## src/rtl/core/spcl_pkg.sv

```systemverilog
package spcl_pkg;

  // Number of PWM duty channels that a 'P' command may address.
  localparam int CHANNELS = 8;

  // Frame and command bytes.
  localparam logic [7:0] HDR_BYTE = 8'h43;
  localparam logic [7:0] CMD_PWM  = 8'h50;
  localparam logic [7:0] CMD_LED  = 8'h4C;

  // Reset values of the configuration registers.
  localparam logic [15:0] SILENCE_LIMIT_RESET = 16'd10000;
  localparam logic [15:0] DUTY_LIMIT_RESET    = 16'd2000;

  // Largest value of the saturating silence counter.
  localparam logic [16:0] SIL_MAX = 17'h1FFFF;

  // Register indexes on the configuration port.
  localparam logic REG_SILENCE_LIMIT = 1'b0;
  localparam logic REG_DUTY_LIMIT    = 1'b1;

  // Result event codes.
  typedef enum logic [2:0] {
    EV_NONE     = 3'd0,
    EV_DUTY     = 3'd1,
    EV_LED      = 3'd2,
    EV_FAILSAFE = 3'd3,
    EV_IGNORED  = 3'd4
  } event_t;

  // What the front part has made of one input beat.
  typedef enum logic [1:0] {
    KIND_NONE = 2'd0,
    KIND_CMD  = 2'd1,
    KIND_TICK = 2'd2
  } kind_t;

  // One queue entry: the class of the beat and a snapshot of the payload.
  typedef struct packed {
    kind_t      kind;
    logic [7:0] p0;
    logic [7:0] p1;
    logic [7:0] p2;
    logic [7:0] p3;
  } entry_t;

  // Configuration registers as seen by the back part.
  typedef struct packed {
    logic [15:0] silence_limit;
    logic [15:0] duty_limit;
  } cfg_t;

  // Queue handshake between the parts.
  typedef struct packed {
    logic push;
    logic pop;
  } q_ctrl_t;

  typedef struct packed {
    logic full;
    logic empty;
  } q_stat_t;

endpackage

```

## src/rtl/core/serial_pwm_command_link_with_failsafe.sv

```systemverilog
// Serial PWM command link with failsafe.
//
// The input channel (in_valid, in_stall) carries one beat per received serial
// byte (operation 0, rx_byte) or per millisecond tick (operation 1). A beat is
// taken when in_valid is high and in_stall is low. Every beat gives exactly one
// result beat on the output channel (out_valid, out_stall): the event code, the
// channel and duty written, the LED states and the control mode after it.
//
// The front part runs the framer and places each classified beat in a
// two-entry queue; the back part carries out commands and ticks and holds the
// result in an output register. Each result passes through the queue and then
// the output register; one beat per cycle is sustained while out_stall is low.
//
// While out_stall is high the result register holds; the queue absorbs two
// more beats, and then in_stall rises until the receiver takes a result.
// Reset clears the framer, the queue, the mode, LEDs and silence counter, and
// sets silence_limit to 10000 and duty_limit to 2000. The APB port writes
// silence_limit at address 0 and duty_limit at address 4.
module serial_pwm_command_link_with_failsafe (
  input  logic        clk,
  input  logic        rst,
  input  logic        in_valid,
  output logic        in_stall,
  input  logic        operation,
  input  logic [7:0]  rx_byte,
  output logic        out_valid,
  input  logic        out_stall,
  output logic [2:0]  event_res,
  output logic [2:0]  pwm_channel,
  output logic [15:0] pwm_duty,
  output logic        led0_on,
  output logic        led1_on,
  output logic        control_mode,
  input  logic        psel,
  input  logic        penable,
  input  logic        pwrite,
  input  logic [2:0]  paddr,
  input  logic [31:0] pwdata,
  output logic [31:0] prdata,
  output logic        pready
);

  spcl_pkg::cfg_t    cfg;
  spcl_pkg::q_ctrl_t q_ctrl;
  spcl_pkg::q_stat_t q_stat;
  spcl_pkg::entry_t  push_entry;
  spcl_pkg::entry_t  head;
  logic              push;
  logic              pop;
  logic              cfg_write;

  // Configuration registers.
  assign pready    = 1'b1;
  assign cfg_write = psel && penable && pwrite && pready;

  always_ff @(posedge clk) begin
    if (rst) begin
      cfg.silence_limit <= spcl_pkg::SILENCE_LIMIT_RESET;
      cfg.duty_limit    <= spcl_pkg::DUTY_LIMIT_RESET;
    end else if (cfg_write) begin
      if (paddr[2] == spcl_pkg::REG_SILENCE_LIMIT) begin
        cfg.silence_limit <= pwdata[15:0];
      end else begin
        cfg.duty_limit <= pwdata[15:0];
      end
    end
  end

  assign prdata = (paddr[2] == spcl_pkg::REG_SILENCE_LIMIT) ?
                  {16'd0, cfg.silence_limit} : {16'd0, cfg.duty_limit};

  assign q_ctrl.push = push;
  assign q_ctrl.pop  = pop;

  spcl_front u_front (
    .clk        (clk),
    .rst        (rst),
    .in_valid   (in_valid),
    .in_stall   (in_stall),
    .operation  (operation),
    .rx_byte    (rx_byte),
    .q_stat     (q_stat),
    .push       (push),
    .push_entry (push_entry)
  );

  spcl_queue u_queue (
    .clk        (clk),
    .rst        (rst),
    .q_ctrl     (q_ctrl),
    .push_entry (push_entry),
    .q_stat     (q_stat),
    .head       (head)
  );

  spcl_back u_back (
    .clk          (clk),
    .rst          (rst),
    .cfg          (cfg),
    .q_stat       (q_stat),
    .head         (head),
    .pop          (pop),
    .out_valid    (out_valid),
    .out_stall    (out_stall),
    .event_res    (event_res),
    .pwm_channel  (pwm_channel),
    .pwm_duty     (pwm_duty),
    .led0_on      (led0_on),
    .led1_on      (led1_on),
    .control_mode (control_mode)
  );

endmodule

```

## src/rtl/core/spcl_front.sv

```systemverilog
module spcl_front (
  input  logic               clk,
  input  logic               rst,
  input  logic               in_valid,
  output logic               in_stall,
  input  logic               operation,
  input  logic [7:0]         rx_byte,
  input  spcl_pkg::q_stat_t  q_stat,
  output logic               push,
  output spcl_pkg::entry_t   push_entry
);

  typedef enum logic [1:0] {
    PH_HEAD = 2'd0,
    PH_SIZE = 2'd1,
    PH_BODY = 2'd2
  } phase_t;

  phase_t     phase;
  phase_t     phase_next;
  logic [7:0] frame_length;
  logic [7:0] frame_length_next;
  logic [7:0] bytes_taken;
  logic [7:0] bytes_taken_next;
  logic [7:0] payload [4];
  logic [7:0] payload_next [4];
  logic       accept;

  // The front stalls only when the queue has no room.
  assign in_stall = q_stat.full;
  assign accept   = in_valid && !q_stat.full;
  assign push     = accept;

  // Framer: classify the beat and update the frame state.
  always_comb begin
    phase_next        = phase;
    frame_length_next = frame_length;
    bytes_taken_next  = bytes_taken;
    payload_next      = payload;
    push_entry.kind   = spcl_pkg::KIND_NONE;
    if (operation) begin
      push_entry.kind = spcl_pkg::KIND_TICK;
    end else begin
      case (phase)
        PH_SIZE: begin
          frame_length_next = rx_byte;
          bytes_taken_next  = 8'd0;
          phase_next        = PH_BODY;
        end
        PH_BODY: begin
          if (bytes_taken < 8'd4) begin
            payload_next[bytes_taken[1:0]] = rx_byte;
          end
          bytes_taken_next = bytes_taken + 8'd1;
          if (bytes_taken_next >= frame_length) begin
            phase_next      = PH_HEAD;
            push_entry.kind = spcl_pkg::KIND_CMD;
          end
        end
        default: begin
          phase_next = (rx_byte == spcl_pkg::HDR_BYTE) ? PH_SIZE : PH_HEAD;
        end
      endcase
    end
    push_entry.p0 = payload_next[0];
    push_entry.p1 = payload_next[1];
    push_entry.p2 = payload_next[2];
    push_entry.p3 = payload_next[3];
  end

  // Frame state registers.
  always_ff @(posedge clk) begin
    if (rst) begin
      phase        <= PH_HEAD;
      frame_length <= 8'd0;
      bytes_taken  <= 8'd0;
      for (int i = 0; i < 4; i++) begin
        payload[i] <= 8'd0;
      end
    end else if (accept) begin
      phase        <= phase_next;
      frame_length <= frame_length_next;
      bytes_taken  <= bytes_taken_next;
      payload      <= payload_next;
    end
  end

endmodule

```

## src/rtl/core/spcl_queue.sv

```systemverilog
module spcl_queue (
  input  logic              clk,
  input  logic              rst,
  input  spcl_pkg::q_ctrl_t q_ctrl,
  input  spcl_pkg::entry_t  push_entry,
  output spcl_pkg::q_stat_t q_stat,
  output spcl_pkg::entry_t  head
);

  spcl_pkg::entry_t mem [2];
  logic             wr_ptr;
  logic             rd_ptr;
  logic [1:0]       count;

  assign q_stat.full  = (count == 2'd2);
  assign q_stat.empty = (count == 2'd0);
  assign head         = mem[rd_ptr];

  // Entry storage.
  always_ff @(posedge clk) begin
    if (q_ctrl.push) begin
      mem[wr_ptr] <= push_entry;
    end
  end

  // Pointers and fill count.
  always_ff @(posedge clk) begin
    if (rst) begin
      wr_ptr <= 1'b0;
      rd_ptr <= 1'b0;
      count  <= 2'd0;
    end else begin
      if (q_ctrl.push) begin
        wr_ptr <= ~wr_ptr;
      end
      if (q_ctrl.pop) begin
        rd_ptr <= ~rd_ptr;
      end
      case ({q_ctrl.push, q_ctrl.pop})
        2'b10:   count <= count + 2'd1;
        2'b01:   count <= count - 2'd1;
        default: count <= count;
      endcase
    end
  end

endmodule

```

## src/rtl/core/spcl_back.sv

```systemverilog
module spcl_back (
  input  logic              clk,
  input  logic              rst,
  input  spcl_pkg::cfg_t    cfg,
  input  spcl_pkg::q_stat_t q_stat,
  input  spcl_pkg::entry_t  head,
  output logic              pop,
  output logic              out_valid,
  input  logic              out_stall,
  output logic [2:0]        event_res,
  output logic [2:0]        pwm_channel,
  output logic [15:0]       pwm_duty,
  output logic              led0_on,
  output logic              led1_on,
  output logic              control_mode
);

  logic            mode_now;
  logic            mode_now_next;
  logic            mode_before_loss;
  logic            mode_before_loss_next;
  logic [16:0]     silent_ticks;
  logic [16:0]     silent_ticks_next;
  logic [1:0]      leds;
  logic [1:0]      leds_next;
  spcl_pkg::event_t ev_next;
  logic [2:0]      chan_next;
  logic [15:0]     duty_next;
  logic [15:0]     req_duty;
  logic            led_sel;

  // Take the next entry whenever the output register is free or being emptied.
  assign pop = !q_stat.empty && (!out_valid || !out_stall);

  assign req_duty = {head.p2, head.p3};
  assign led_sel  = head.p1[0];

  // Carry out one entry against the control state.
  always_comb begin
    mode_now_next         = mode_now;
    mode_before_loss_next = mode_before_loss;
    silent_ticks_next     = silent_ticks;
    leds_next             = leds;
    ev_next               = spcl_pkg::EV_NONE;
    chan_next             = 3'd0;
    duty_next             = 16'd0;
    case (head.kind)
      spcl_pkg::KIND_TICK: begin
        if (silent_ticks != spcl_pkg::SIL_MAX) begin
          silent_ticks_next = silent_ticks + 17'd1;
        end
        if ((silent_ticks_next > {1'b0, cfg.silence_limit}) && mode_now) begin
          mode_before_loss_next = mode_now;
          mode_now_next         = 1'b0;
          leds_next[0]          = 1'b1;
          ev_next               = spcl_pkg::EV_FAILSAFE;
        end
      end
      spcl_pkg::KIND_CMD: begin
        silent_ticks_next = 17'd0;
        // Leaving the no-signal mode restores the remembered mode.
        if (!mode_now) begin
          mode_now_next = mode_before_loss;
          leds_next[0]  = 1'b0;
        end
        if (head.p0 == spcl_pkg::CMD_PWM) begin
          mode_now_next = 1'b1;
          if ((head.p1 < 8'(spcl_pkg::CHANNELS)) && (req_duty <= cfg.duty_limit)) begin
            ev_next   = spcl_pkg::EV_DUTY;
            chan_next = head.p1[2:0];
            duty_next = req_duty;
          end else begin
            ev_next = spcl_pkg::EV_IGNORED;
          end
        end else if (head.p0 == spcl_pkg::CMD_LED) begin
          if (head.p1 > 8'd1) begin
            ev_next = spcl_pkg::EV_IGNORED;
          end else begin
            leds_next[led_sel] = (head.p2 != 8'd0);
            ev_next            = spcl_pkg::EV_LED;
          end
        end else begin
          ev_next = spcl_pkg::EV_IGNORED;
        end
      end
      default: begin
      end
    endcase
  end

  // Control state and the output register.
  always_ff @(posedge clk) begin
    if (rst) begin
      mode_now         <= 1'b0;
      mode_before_loss <= 1'b0;
      silent_ticks     <= 17'd0;
      leds             <= 2'b00;
      out_valid        <= 1'b0;
    end else begin
      if (pop) begin
        mode_now         <= mode_now_next;
        mode_before_loss <= mode_before_loss_next;
        silent_ticks     <= silent_ticks_next;
        leds             <= leds_next;
        out_valid        <= 1'b1;
      end else if (!out_stall) begin
        out_valid <= 1'b0;
      end
    end
  end

  // Result payload.
  always_ff @(posedge clk) begin
    if (pop) begin
      event_res    <= ev_next;
      pwm_channel  <= chan_next;
      pwm_duty     <= duty_next;
      led0_on      <= leds_next[0];
      led1_on      <= leds_next[1];
      control_mode <= mode_now_next;
    end
  end

endmodule

```

## config.mk

```make
export PLATFORM = sky130hd
export DESIGN_NAME = serial_pwm_command_link_with_failsafe
export DESIGN_NICKNAME = d
export VERILOG_FILES = /design/src/rtl/core/spcl_pkg.sv /design/src/rtl/core/serial_pwm_command_link_with_failsafe.sv /design/src/rtl/core/spcl_front.sv /design/src/rtl/core/spcl_queue.sv /design/src/rtl/core/spcl_back.sv
export SDC_FILE = /design/constraint.sdc
export NUM_CORES = 1
export LEC_CHECK = 0
export ABC_AREA = 1
export BUFFER_PORTS_ARGS = -buffer_cell sky130_fd_sc_hd__buf_2
export CAP_MARGIN = 0
export CORE_UTILIZATION = 30
export CTS_CLUSTER_DIAMETER = 200
export CTS_CLUSTER_SIZE = 28
export DETAILED_ROUTE_END_ITERATION = 7
export SYNTH_ARGS = -nofsm -noshare
export SYNTH_HDL_FRONTEND = slang
export SYNTH_SLANG_ARGS = --single-unit
```

## constraint.sdc

```tcl
create_clock -name clk -period 2.58 [get_ports clk]
set_input_delay 0 -clock clk [delete_from_list [all_inputs] [get_ports clk]]
set_output_delay 0 -clock clk [all_outputs]
set_load 0.01 [all_outputs]
```

==> results_dict.tcl <==
set metrics [dict create \
    fin_skew_ns 0.0307 \
    yosysMostFrequentCell "nand2_1" \
    ys_types 43 \
    synth_seq_area_share_pct 50.9 \
    async_reset_ff_share_pct 0 \
    crit_slowest_cell "dfxtp_2" \
    synth_ff_type "dfxtp_1" \
    crit_required_ns 2.82 \
    peakVddDrop_mv 0.397 \
    finalWeightedCongestion 0.829 \
    slew_headroom_pct 28.3 \
    vias 8141 \
    synth-seq-cells 202 \
    crit_path_end_kind "flip-flop" \
    synth_area_leaders "edfxtp_1 29%, dfxtp_1 22%, o21ai_0 7.5%" \
    status "finished, violations left" \
    fp.dieArea_um2 33300 \
    synth_commonest_cells "186 x nand2_1, 156 x inv_1, 146 x o21ai_0" \
    p_comb_share_pct 36.4 \
    p_switching_mw 3.39 \
    cts_tree "yes" \
    leakagePower_nw 5.53 \
    drcViolationCount 0 \
    yosys_warnings 0 \
    die_w_um 182 \
    die_h_um 182 \
    synth.largest_area_cell "edfxtp_1" \
    powerDensity_nw_per_um2 764 \
    fin_crit_sh_pct 113 \
    synth_area_um2 9770 \
    synth-edff-count 93 \
    place_area_um2 11200 \
    worst-setup-path-type "flip-flop to flip-flop" \
    hold_class "input port to flip-flop" \
    fillers 3159 \
    pwr-share-clk_pct 19.9 \
    rows 65 \
    htreeDepth 1 \
    antenna_cells 0 \
    grt_pass1_wl_um 40000 \
    synth_top_area_share_pct 28.6 \
    dpl.hpwl_um 17200 \
    worst_skew_pair.late_latency_ns 0.48 \
    netSwitchingFraction_pct 35.0 \
    finalSetupViolations 15 \
    arrival_ns 3.15 \
    grt_max_degree 73 \
    numCtsBuffers 11 \
    io_pins 111 \
    violations "setup timing" \
    seq_power_share_pct 43.8 \
    finalMaxSlewViolations 0 \
    fin_crit_ns 2.91 \
    core_um2 31800 \
    initial_core_util_pct 30.7 \
    worst_pin_slew_ns 1.07 \
    grt_setup_unrepaired "yes" \
    antenna_left 0 \
    maxCapViolations 0 \
    drive_gt1_share_pct 24.8 \
    p_int_mw 6.28 \
    crit_chain "buf_4 > inv_2 > nor3_4 > nand2_1 > nor3_2 > nand3b_1 > nor2_1 > nand2_1 > xnor2_1 > ha_1 > nand3_2 > o41ai_2 > nand2_1 > nand3_2 > nand2_2 > nand2_2 > nand2_2" \
    numClockSinks 202 \
    clock_path_buffers 3 \
    max_stage_delay_ns 0.37 \
    critPathLaunchType "flip-flop" \
    pre_cts_ws_ns -0.467 \
    synth_cells 1162 \
    overflow 0 \
    fmaxAchievable_mhz 343 \
    numPortBuffers 75 \
    syn_area_per_cell_um2 8.41 \
    track_usage_pct 15.1 \
    stdcell_area_um2 12700 \
    avgRoutedWirePerCell_um 14.2 \
    vias_per_cell 4.56 \
    cts.clk_slew.worst_paths_ns 0.12 \
    area_growth_pct 29.5 \
    grt_pass1_vias 7725 \
    first_iter_violations 510 \
    setup_ws_ns -0.333 \
    critPathMaxFanout 3 \
    final_net_count 1450 \
    drt-total-wl_um 25400 \
    firstDrtPassIters 6 \
    grt_antenna_before_repair 0 \
    finalHoldViolations 0 \
    cts_root_buf "clkbuf_16" \
]
cell usage in the layout, fill, tap and decap left out, types with 13 or more instances in the layout:
master         count
buf_2             75
inv_1            148
nand3_1           24
ha_1              39
nand4_1           13
o21ai_2           13
dlygate4sd3_1     28
nor2_1           110
conb_1            17
a21oi_1           83
nor2_4            17
nand2_1          172
buf_4             98
edfxtp_1          93
o21ai_0          131
dfxtp_1          102
through the flow:
step | power (mW) | hold slack [ns] | utilization [%] | setup TNS [ns] | instances
floorplan | 5.95 | 0.0989 | - | -0.706 | 1177
global placement | 6.98 | 0.233 | 35.1 | -4.37 | 1716
detailed placement | 7.06 | 0.236 | 35.1 | -4.86 | 1716
CTS | 9.52 | 0.00784 | 38.8 | -1.76 | 1780
global route | 10.3 | 0.0244 | 39.8 | -6.09 | 1787
finish | 9.66 | 0.0239 | 39.8 | -1.70 | 1787
state kept, by name, summed over array words and instances (netlist names), 2 cells and up, named ones only:
| name | flops |
|---|---|
| u_back.leds | 2 |
| u_front.frame_length | 8 |
| u_front.payload | 32 |
| u_back.silent_ticks | 17 |
| u_front.bytes_taken | 8 |
| u_front.phase | 2 |
| u_queue.count | 2 |
| u_queue.mem | 68 |
| u_back.pwm_channel | 3 |
| u_back.event_res | 3 |
| u_back.pwm_duty | 16 |
| cfg | 32 |
final cells by class:
type / count / area, µm² / share of cell area [%]
clock buffers: 16 / 294 / 2.32
clock inverters: 1 / 30.0 / 0.237
inverters: 163 / 621 / 4.90
multi-input cells: 752 / 4500 / 35.6
flip-flops and latches: 202 / 4990 / 39.4
well taps: 435 / 544 / 4.30
repair buffers: 217 / 1670 / 13.2
repair inverters: 1 / 6.26 / 0.0494
worst paths after layout:
path | startpoint | cells after the start | slack [ns] | to
hold / removal | in_valid | 4 | 0.02 | u_front.payload[31]
setup / recovery | u_back.silent_ticks[0] | 17 | -0.33 | u_back.led0_on
setup reg to reg | u_back.silent_ticks[0] | 17 | -0.33 | u_back.led0_on
hold reg to reg | u_queue.rd_ptr | 1 | 0.45 | flip-flop
what timing repair did:
| item | 4_1_cts | 5_1_grt |
|---|---|---|
| setup endpoints to repair | 28 | 45 |
| cloned | 4 | 1 |
| hold buffers | 28 | 0 |
| resized for setup | 95 | 60 |
| hold endpoints to repair | 44 | 0 |
| pin swaps | 35 | 28 |
| setup buffers | 16 | 8 |
layer usage:
layer	vias to the layer above	GRT usage, %	wire length (µm)
li1	4131	-	-
met5	-	0	0
met3	24	2.00	1170
met1	3807	19.3	11200
met2	179	26.6	12500
met4	0	3.80	514
critical path, delay by kind of cell, from the launching register on:
| family | cells | cell delay [ns] |
|---|---|---|
| compound gates | 1 | 0.34 |
| xor+xnor | 1 | 0.16 |
| fa+ha+maj | 1 | 0.31 |
| buf+inv | 2 | 0.17 |
| flops | 1 | 0.37 |
| simple gates | 12 | 1.32 |
power groups by stage:
stage	sequential (mW)	clock [mW]	combinational (mW)
global placement	4.26	0	2.72
CTS	4.24	1.98	3.30
global route	4.28	2.09	3.89
floorplan	4.29	0	1.66
finish	4.23	1.92	3.51
detailed placement	4.27	0	2.79
kinds of logic after synthesis:
kind of cell,Yosys count,share of synthesized area (%)
and+or+nand+nor,408,17.6
AOI/OAI and AO/OA,259,13.7
buffers and inverters,223,9.61
DFF,202,50.9
adders and majority gates,51,6.53
xor gates and xnor gates,16,1.43
other,2,0.0768
muxes,1,0.102
(Power assumes the default switching activity.)
